--- src/design/armu_pkg.sv ---
// Shared constants, codes and word types for the atomic read-modify-write memory unit.
package armu_pkg;

  localparam int unsigned StoreWords = 512;
  localparam int unsigned StoreBytes = StoreWords * 8;
  localparam int unsigned WordIdxW   = (StoreWords > 1) ? $clog2(StoreWords) : 1;
  localparam int unsigned AddrW      = 20;
  localparam int unsigned EndW       = AddrW + 1;

  typedef enum logic [3:0] {
    KIND_ADD   = 4'd0,
    KIND_AND   = 4'd1,
    KIND_CAS   = 4'd2,
    KIND_XCHG  = 4'd3,
    KIND_LOAD  = 4'd4,
    KIND_OR    = 4'd5,
    KIND_STORE = 4'd6,
    KIND_SUB   = 4'd7,
    KIND_XOR   = 4'd8
  } kind_t;

  typedef enum logic [1:0] {
    STAT_OK     = 2'd0,
    STAT_RANGE  = 2'd1,
    STAT_BOUNDS = 2'd2
  } status_t;

  // Classified request as it waits between front and back.
  typedef struct packed {
    kind_t                 kind;
    logic                  is_signed;
    logic [1:0]            lg;
    logic [WordIdxW-1:0]   widx;
    logic [2:0]            bsel;
    status_t               status;
    logic [63:0]           operand;
    logic [63:0]           expected;
  } cmd_t;

  typedef struct packed {
    logic [63:0] value;
    status_t     status;
  } res_t;

endpackage

--- src/design/armu_front.sv ---
// Front end: accept requests, check range and bounds, queue classified words for the back end.
module armu_front (
  input  logic                 clk,
  input  logic                 rst_n,
  input  logic                 push,
  output logic                 full,
  input  logic [3:0]           in_kind,
  input  logic [2:0]           in_elem_type,
  input  logic [11:0]          in_base_offset,
  input  logic [12:0]          in_elem_count,
  input  logic [15:0]          in_index,
  input  logic [63:0]          in_operand,
  input  logic [63:0]          in_expected,
  input  logic                 hold,
  output logic                 cmd_valid,
  output armu_pkg::cmd_t       cmd,
  input  logic                 cmd_pop
);
  import armu_pkg::*;

  cmd_t                q_r [2];
  logic                wp_r, wp_nxt;
  logic                rp_r, rp_nxt;
  logic [1:0]          cnt_r, cnt_nxt;
  logic                accept;

  logic [1:0]          lg;
  logic [11:0]         base_al;
  logic [AddrW-1:0]    addr;
  logic [EndW-1:0]     addr_end;
  logic                out_range;
  logic                out_bounds;
  cmd_t                cmd_new;

  // Round the base down to alignment, then locate the element.
  always_comb begin
    lg         = in_elem_type[2:1];
    base_al    = in_base_offset & ~((12'd1 << lg) - 12'd1);
    addr       = AddrW'(base_al) + (AddrW'(in_index) << lg);
    addr_end   = EndW'(addr) + (EndW'(1) << lg);
    out_range  = in_index >= {3'b000, in_elem_count};
    out_bounds = addr_end > EndW'(StoreBytes);

    cmd_new.kind      = kind_t'(in_kind);
    cmd_new.is_signed = ~in_elem_type[0];
    cmd_new.lg        = lg;
    cmd_new.widx      = addr[3 +: WordIdxW];
    cmd_new.bsel      = addr[2:0];
    cmd_new.operand   = in_operand;
    cmd_new.expected  = in_expected;
    if (out_range) begin
      cmd_new.status = STAT_RANGE;
    end else if (out_bounds) begin
      cmd_new.status = STAT_BOUNDS;
    end else begin
      cmd_new.status = STAT_OK;
    end
  end

  assign full      = hold | (cnt_r == 2'd2);
  assign accept    = push & ~full;
  assign cmd_valid = (cnt_r != 2'd0);
  assign cmd       = q_r[rp_r];

  always_comb begin
    wp_nxt  = wp_r ^ accept;
    rp_nxt  = rp_r ^ cmd_pop;
    cnt_nxt = cnt_r + 2'(accept) - 2'(cmd_pop);
  end

  always_ff @(posedge clk) begin
    if (!rst_n) begin
      wp_r  <= 1'b0;
      rp_r  <= 1'b0;
      cnt_r <= 2'd0;
    end else begin
      wp_r  <= wp_nxt;
      rp_r  <= rp_nxt;
      cnt_r <= cnt_nxt;
    end
  end

  always_ff @(posedge clk) begin
    if (accept) begin
      q_r[wp_r] <= cmd_new;
    end
  end

`ifndef NO_ASSERTIONS
  a_pop_nonempty: assert property (@(posedge clk) disable iff (!rst_n)
    cmd_pop |-> cnt_r != 2'd0) else $error("front queue popped while empty");
`endif

endmodule

--- config.mk ---
export PLATFORM = sky130hd
export DESIGN_NAME = armu_front
export DESIGN_NICKNAME = d
export VERILOG_FILES = /design/src/design/armu_pkg.sv /design/src/design/armu_front.sv
export SDC_FILE = /design/constraint.sdc
export NUM_CORES = 1
export LEC_CHECK = 0
export ABC_AREA = 1
export BUFFER_PORTS_ARGS = -buffer_cell sky130_fd_sc_hd__buf_4
export CAP_MARGIN = 10
export CORE_ASPECT_RATIO = 1.2
export CORE_MARGIN = 2
export CORE_UTILIZATION = 35
export CTS_CLUSTER_DIAMETER = 30
export DETAILED_ROUTE_END_ITERATION = 10
export GPL_TIMING_DRIVEN = 0
export PLACE_DENSITY = 0.68
export SLEW_MARGIN = 25
export SYNTH_ARGS = -nofsm -noshare
export SYNTH_HDL_FRONTEND = slang
export SYNTH_SLANG_ARGS = --single-unit
--- constraint.sdc ---
create_clock -name clk -period 8.2 [get_ports clk]
set_input_delay 1.64 -clock clk [delete_from_list [all_inputs] [get_ports clk]]
set_output_delay 1.64 -clock clk [all_outputs]
set_load 0.005 [all_outputs]
==> results of run 1 <==
[critical path, stage by stage]
cell,delay [ns]
buf_4,0.09
buf_6,0.14
buf_8,0.14
clkbuf_1,0.37
mux2i_1,0.30
o21ai_0,0.11
ha_1,0.30
buf_6,0.12
nor2_2,0.05
a21oi_1,0.24
xor2_1,0.17
ha_1,0.36
inv_1,0.07
o21ai_0,0.27
o21ai_2,0.15
nor2_4,0.14
nand2_4,0.07
nor2_8,0.11
nand2_4,0.08
nor2_8,0.11
nor2_1,0.05
nor2_1,0.10
nand2_1,0.05
nor2_1,0.11
nand3_1,0.13
nand2_1,0.09
inv_1,0.05
[cell families (layout without fill, tap and decap cells)]
logic type,after synthesis,in the layout,share of synthesized area
AO/OA/AOI/OAI,47,47,0.02048
XOR/XNOR,4,4,0.002561
adder cells (fa/ha/maj),35,35,0.03310
multiplexers,150,150,0.1234
flip-flops,303,303,0.6613
buffers and inverters,134,569,0.03923
AND/OR/NAND/NOR,340,340,0.1200
[final cells by class]
class,count,area (um2),area share
multi-input combinational,576,4123,0.2172
clock inverter,36,541.8,0.02854
sequential,303,9049,0.4767
timing repair buffer,329,2590,0.1364
buffer,32,147.6,0.007778
inverter,102,389.1,0.02050
tap,526,658.1,0.03467
clock buffer,70,1485,0.07824
[power groups by stage]
| stage | Combinational (mW) | Clock [mW] | Sequential (mW) |
|---|---|---|---|
| 6_report | 0.654 | 2.39 | 1.81 |
| 5_1_grt | 0.722 | 2.51 | 1.82 |
| 4_1_cts | 0.665 | 2.44 | 1.81 |
| 3_5_place_dp | 0.660 | 0 | 1.84 |
| 3_3_place_gp | 0.634 | 0 | 1.86 |
| 2_1_floorplan | 0.358 | 0 | 1.85 |
[flip-flops by register name (all words and copies together) (netlist names), named ones only]
signal  count
cnt_r       2
wp_r        1
rp_r        1
q_r       298
[cell usage in the layout (no fill, tap or decap), types with 10 or more instances in the layout]
cell       count
mux2_2       149
nor2_2        13
inv_2         15
bufinv_16     10
a21oi_1       13
buf_4        323
nand2_1      175
inv_1         85
clkbuf_1      35
edfxtp_1     298
nor2_1        47
clkbuf_16     57
o21ai_0       17
nand2_2       21
ha_1          31
nand3_1       44
clkinv_2      10
[stage by stage]
step	setup TNS [ns]	util	instance area, um2
detailed placement	0	0.4387	16960
finish	0	0.4912	18980
global route	0	0.4912	18980
global placement	-41.89	0.4338	16770
floorplan	0	-	13680
CTS	0	0.4912	18980
[per-layer routing]
| layer | vias to the layer above | wire length, um | global-route usage |
|---|---|---|---|
| met2 | 311 | 16770 | 0.2791 |
| met4 | 2 | 874 | 0.05867 |
| li1 | 4370 | - | - |
| met3 | 52 | 2788 | 0.04378 |
| met1 | 4306 | 12270 | 0.1699 |
| met5 | - | 13 | 0 |
[worst max-delay path by stage]
stage | from | endpoint | slack [ns]
final | in_elem_type[1] | q_r[1][129] | 2.86
after CTS | in_elem_type[1] | q_r[1][129] | 2.93
after global placement | hold | q_r[0][98] | -0.16
after floorplan | hold | q_r[1][0] | 2.20
after global routing | in_elem_type[1] | q_r[1][129] | 2.56
after detailed placement | in_elem_type[1] | q_r[1][129] | 2.36
==> summary.md, run 1 <==
| Metric | Value |
|---|---|
| Max Root-Sink Buffers | 3 |
| Part of the power in registers | 0.374 |
| Row Count | 79 |
| Share of flip-flops with an asynchronous set or reset | 0 |
| Number of global-route vias before repair | 9,152 |
| Cell taking the most area after synthesis | edfxtp_1 |
| Clk_lat worst skew | 0.60 ns |
| Hold EP | cnt_r[1] |
| EDFF count, synth | 298 |
| Layout cell share with drive strength beyond 1 | 0.4530 |
| YS warnings | 0 |
| Top cell type's share of synthesized area | 0.6540 |
| Synth top cells by count | edfxtp_1 (298), nand2_1 (175), mux2_2 (149) |
| Vias per inst | 4.580 |
| Placed cell count | 1,868 |
| Initial core utilization | 0.3540 |
| Setup ws final | 2.858 ns |
| # resized after CTS | 0 |
| Synth Cell Area | 13,680 um2 |
| WP data required | 8.48 ns |
| CP endpoint kind | flip-flop |
| Hold_buf cts | 0 |
| Routability cong. | 0.8232 |
| First-pass GRT wire length | 48.00 mm |
| Reg-to-reg endpoint | q_r[1][138] |
| Most instantiated library cell after synthesis | edfxtp_1 |
| Top FF cell, synth | edfxtp_1 |
| Post-CTS setup buffers | 0 |
| HPWL Detailed | 23.87 mm |
| WL/cell | 16.57 um |
| RSZ-0062 raised after global routing | no |
| Combinational share of power | 0.135 |
| CP arrival | 5.63 ns |
| Worst slack, placed | 2.356 ns |
| Sequential area share after synthesis | 0.6613 |
| First-iteration detailed-routing DRC count | 360 |
| Hold Path Cell Cnt | 2 |
| Rel. slew slack | 0.3504 |
| Clock transition at the registers of the reported paths | 0.04 ns |
| CTS tree | built |
| Crit Path Category | in2reg |
| Final Power | 4.852 mW |
| IO Count | 332 |
| FF-to-FF path depth | 5 |
| Non-Filler Instances | 1,974 |
| Outcome | complete, no violations |
| Final hold vios | 0 |
| IO buf count | 323 |
| Worst Skew | 0.06115 ns |
| Initial antenna violation count | 1 |
| Clock network power share | 0.492 |
| Post-route ant nets | 0 |
| Die width | 184.5 um |
| Sw Pwr | 1.134 mW |
| Pwr per Cell Area | 255.6 nW/um2 |
| DIE AREA | 40,700 um2 |
| DRC Markers | 0 |
| Die Span Y | 220.6 um |
| Max Fclk | 187.2 MHz |
| Worst VDD drop | 0.0001954 V |
| Antenna diodes | 0 |
| Reg2reg start | cnt_r[0] |
| Setup violators final | 0 |
| Pin count of the biggest net entering global routing | 48 |
| CTS HTree Levels | 2 |
| R2r setup slk | 6.00 ns |
| Net count, final | 1,617 |
| Fin crit period | 5.342 ns |
| Ranking of synthesized cells by area | edfxtp_1 (65%), mux2_2 (12%), nand2_1 (4.8%), ha_1 (3.0%), inv_1 (2.3%) |
| Post-Syn Nets | 1,229 |
| Worst-margin pin slew | 0.9744 ns |
| Clock tree sinks | 303 |
| Cts bufs inserted | 57 |
| Worst min-delay path startpoint | cnt_r[1] |
| Crit path max fanout | 10 |
| Final count of pins violating max slew | 0 |
| Cell Int Power | 3.719 mW |
| Hold Path Class | reg2reg |
| Synthesized instance count | 1,013 |
| GR Overflow Total | 0 |
| Core Footprint | 38,650 um2 |
| Filler cells | 3,362 |
| Worst-case hold slack | 0.5061 ns |
| Synth Register Bits | 303 |
| DR vias | 9,041 |
| Maxcap violations | 0 |
| Sw frac | 0.2336 |
| Clk root buf | clkbuf_16 |
| Syn Area/Cell | 13.51 um2 |
| Startpoint types | input port |
| Final period utilization | 0.6514 |
| Area grow syn2layout | 38.73% |
| Detailed Route WL | 32.71 mm |
| Count of cell types in the netlist | 46 |
| All-Layer GR Usage | 0.1537 |
| DR pass1 iterations | 6 |
| Leak | 7.690 nW |
Power figures use the tool's default switching activity.
==> inputs of run 2 (changes only) <==
--- a/config.mk
+++ b/config.mk
@@ -5,7 +5,7 @@
 export SDC_FILE = /design/constraint.sdc
 export NUM_CORES = 1
 export LEC_CHECK = 0
-export ABC_AREA = 1
+export ABC_AREA = 0
 export BUFFER_PORTS_ARGS = -buffer_cell sky130_fd_sc_hd__buf_4
 export CAP_MARGIN = 10
 export CORE_ASPECT_RATIO = 1.2
@@ -14,7 +14,7 @@
 export CTS_CLUSTER_DIAMETER = 30
 export DETAILED_ROUTE_END_ITERATION = 10
 export GPL_TIMING_DRIVEN = 0
-export PLACE_DENSITY = 0.68
+export PLACE_DENSITY = 0.71
 export SLEW_MARGIN = 25
 export SYNTH_ARGS = -nofsm -noshare
 export SYNTH_HDL_FRONTEND = slang
==> constraint.sdc (replaced) <==
create_clock -name clk -period 4.6 [get_ports clk]
set_input_delay 0.92 -clock clk [delete_from_list [all_inputs] [get_ports clk]]
set_output_delay 0.92 -clock clk [all_outputs]
set_load 0.005 [all_outputs]
==> summary.md, run 2 <==
| Metric | Value |
|---|---|
| Most frequent cells in the layout | buf_4 (327), edfxtp_1 (298), mux2_2 (151), clkbuf_16 (58) |
| DRC Markers | 0 |
| Final period utilization | 0.9183 |
| Core Footprint | 36,040 um2 |
| Worst Skew | 0.03500 ns |
| Clk_lat worst skew | 0.56 ns |
| Cell taking the most area after synthesis | edfxtp_1 |
| R2r setup slk | 2.36 ns |
| Clk root buf | clkbuf_16 |
| Area grow syn2layout | 40.75% |
| Final hold vios | 0 |
| IO buf count | 323 |
| Post-Syn Nets | 957 |
| Maxcap violations | 0 |
| YS warnings | 0 |
| Total negative slack | 0 ns |
| Layout cell share with drive strength beyond 1 | 0.5216 |
| Worst-margin pin slew | 0.7175 ns |
| Placed cell count | 1,538 |
| Reg-to-reg endpoint | q_r[1][110] |
| DR pass1 iterations | 4 |
| Hold_buf cts | 0 |
| Syn Area/Cell | 17.35 um2 |
| Setup violators final | 0 |
| Grt met3 use | 0.04828 |
| Synth Cell Area | 12,860 um2 |
| Share of flip-flops with an asynchronous set or reset | 0 |
| Fin crit period | 4.224 ns |
| Pwr per Cell Area | 474.3 nW/um2 |
| Most instantiated library cell after synthesis | edfxtp_1 |
| Worst VDD drop | 0.0002730 V |
| Ranking of synthesized cells by area | edfxtp_1 (70%), mux2_2 (13%), ha_1 (3.2%), mux2i_1 (1.4%), xnor2_1 (0.95%) |
| FF-to-FF path depth | 7 |
| Clock transition at the registers of the reported paths | 0.05 ns |
| Hold Path Class | in2reg |
| Startpoint types | input port |
| Max Fclk | 236.7 MHz |
| Cts bufs inserted | 58 |
| DR vias | 7,788 |
| All-Layer GR Usage | 0.1488 |
| RSZ-0062 raised after global routing | no |
| Worst slack, placed | -0.8577 ns |
| GR Overflow Total | 0 |
| Filler cells | 3,002 |
| Top FF cell, synth | edfxtp_1 |
| Critical Path Sink | q_r[1][129] |
| Die Span Y | 214.0 um |
| CTS tree | built |
| Count of cell types in the netlist | 60 |
| WL/cell | 17.98 um |
| Clock tree sinks | 303 |
| Final Power | 8.584 mW |
| Detailed Route WL | 29.65 mm |
| Row Count | 76 |
| Sequential area share after synthesis | 0.7038 |
| HPWL Detailed | 21.27 mm |
| First-pass GRT wire length | 44.15 mm |
| Initial antenna violation count | 3 |
| Reg2reg start | cnt_r[0] |
| Most flop-heavy register | q_r |
| WP data required | 4.87 ns |
| Initial core utilization | 0.3568 |
| Max Root-Sink Buffers | 3 |
| Outcome | complete, no violations |
| Top cell type's share of synthesized area | 0.6960 |
| CTS HTree Levels | 2 |
| Vias per inst | 4.723 |
| CP Launch Point | in_elem_type[1] |
| EDFF count, synth | 298 |
| DIE AREA | 38,290 um2 |
| Routability cong. | 0.7884 |
| GR peak layer | met2 |
| Rel. slew slack | 0.5217 |
| Post-route ant nets | 0 |
| Largest register FFs | 298 |
| Final count of pins violating max slew | 0 |
| Most common cell after layout, fill and taps aside | buf_4 |
| Non-Filler Instances | 1,649 |
| CP arrival | 4.50 ns |
| GR Util met1 | 0.1468 |
| Synth Register Bits | 303 |
| Leak | 6.936 nW |
| Crit Path Category | in2reg |
| Synthesized instance count | 741 |
| Synth top cells by count | edfxtp_1 (298), mux2_2 (151), ha_1 (33) |
| Largest regs | q_r (298), cnt_r (2) |
| Number of global-route vias before repair | 8,314 |
| CP endpoint kind | flip-flop |
| Pin count of the biggest net entering global routing | 47 |
| First-iteration detailed-routing DRC count | 349 |
| Die width | 179.0 um |
| Met2 usage | 0.2781 |
| Setup ws final | 0.3759 ns |
| Crit path max fanout | 11 |
| Net count, final | 1,347 |
| IO Count | 332 |
run 2: changes by cell type after synthesis, sizes merged, moves of 5 or more:
cell / previous run / this run
nor2: 65 / 6
nand2: 204 / 15
xnor2: 3 / 15
nand3: 51 / 8
mux2i: 1 / 18
o21ai: 23 / 10
nand2b: 0 / 5
a21o: 0 / 8
and2: 0 / 10
nor2b: 0 / 10
inv: 101 / 31
run 2: where the power goes:
group          switching (mW)  leakage (nW)  internal, mW
registers              0.0346          2.77          3.24
clock network            1.40         0.941          2.78
logic                   0.537          3.23         0.596
total                    1.97          6.94          6.61
run 2: timing repair:
action,4_1_cts,5_1_grt
pin swaps,1,3
gates resized for setup,4,6
buffers inserted,1,2
setup endpoints to repair,2,2
run 2: per-layer routing:
layer,routed length [um],part of all wire,vias up
met5,15,0.00051,-
met4,1002,0.034,2
met3,2725,0.092,64
met2,15860,0.53,263
met1,10050,0.34,3784
li1,-,-,3675
run 2: cell type report:
cell class                      count  area (um2)  area share
Clock buffer                       63        1470     0.08124
Timing Repair Buffer              332        2613      0.1444
Sequential cell                   303        9049      0.5000
Multi-Input combinational cell    375        3620      0.2000
Antenna cell                        2       5.005   0.0002766
Clock inverter                     45       510.5     0.02821
Tap cell                          468       585.6     0.03236
Inverter                           31       116.4    0.006430
Buffer                             30       127.6    0.007052
run 2: worst min-delay path by stage:
stage	startpoint	to	slack (ns)	cells past startpoint
after global routing	in_operand[34]	q_r[1][98]	0.51	1
after CTS	in_expected[7]	q_r[0][7]	0.50	1
after global placement	wp_r	wp_r	0.54	3
final	in_expected[24]	q_r[0][24]	0.54	1
after floorplan	wp_r	wp_r	0.53	3
after detailed placement	rp_r	flip-flop	0.57	2
run 2: critical path, cell delays in order:
cell and delay [ns]:
buf_4 0.17, buf_6 0.18, buf_4 0.21, nor2_2 0.06
and2_1 0.16, ha_1 0.23, inv_1 0.08, fa_1 0.46
fa_1 0.44, inv_1 0.07, a21oi_1 0.07, o21bai_2 0.18
nand2_1 0.17, nor4b_4 0.32, nand3_1 0.15, xnor2_1 0.19
a31oi_1 0.07, a211oi_1 0.21, a31oi_1 0.14
run 2: cells by family after synthesis:
logic type,share of synthesized area
compound gates,0.03396
buf+inv,0.01859
fa+ha+maj,0.03523
xor+xnor,0.01353
mux,0.1533
flops,0.7038
simple gates,0.04165
run 2: through the flow:
stage               hold slack (ns)  cell area, um2    util
floorplan                    0.5341           12860       -
global placement             0.5410           15870  0.4404
detailed placement           0.5744           16060  0.4456
CTS                          0.5046           18050  0.5009
global route                 0.5056           18100  0.5021
finish                       0.5377           18100  0.5021
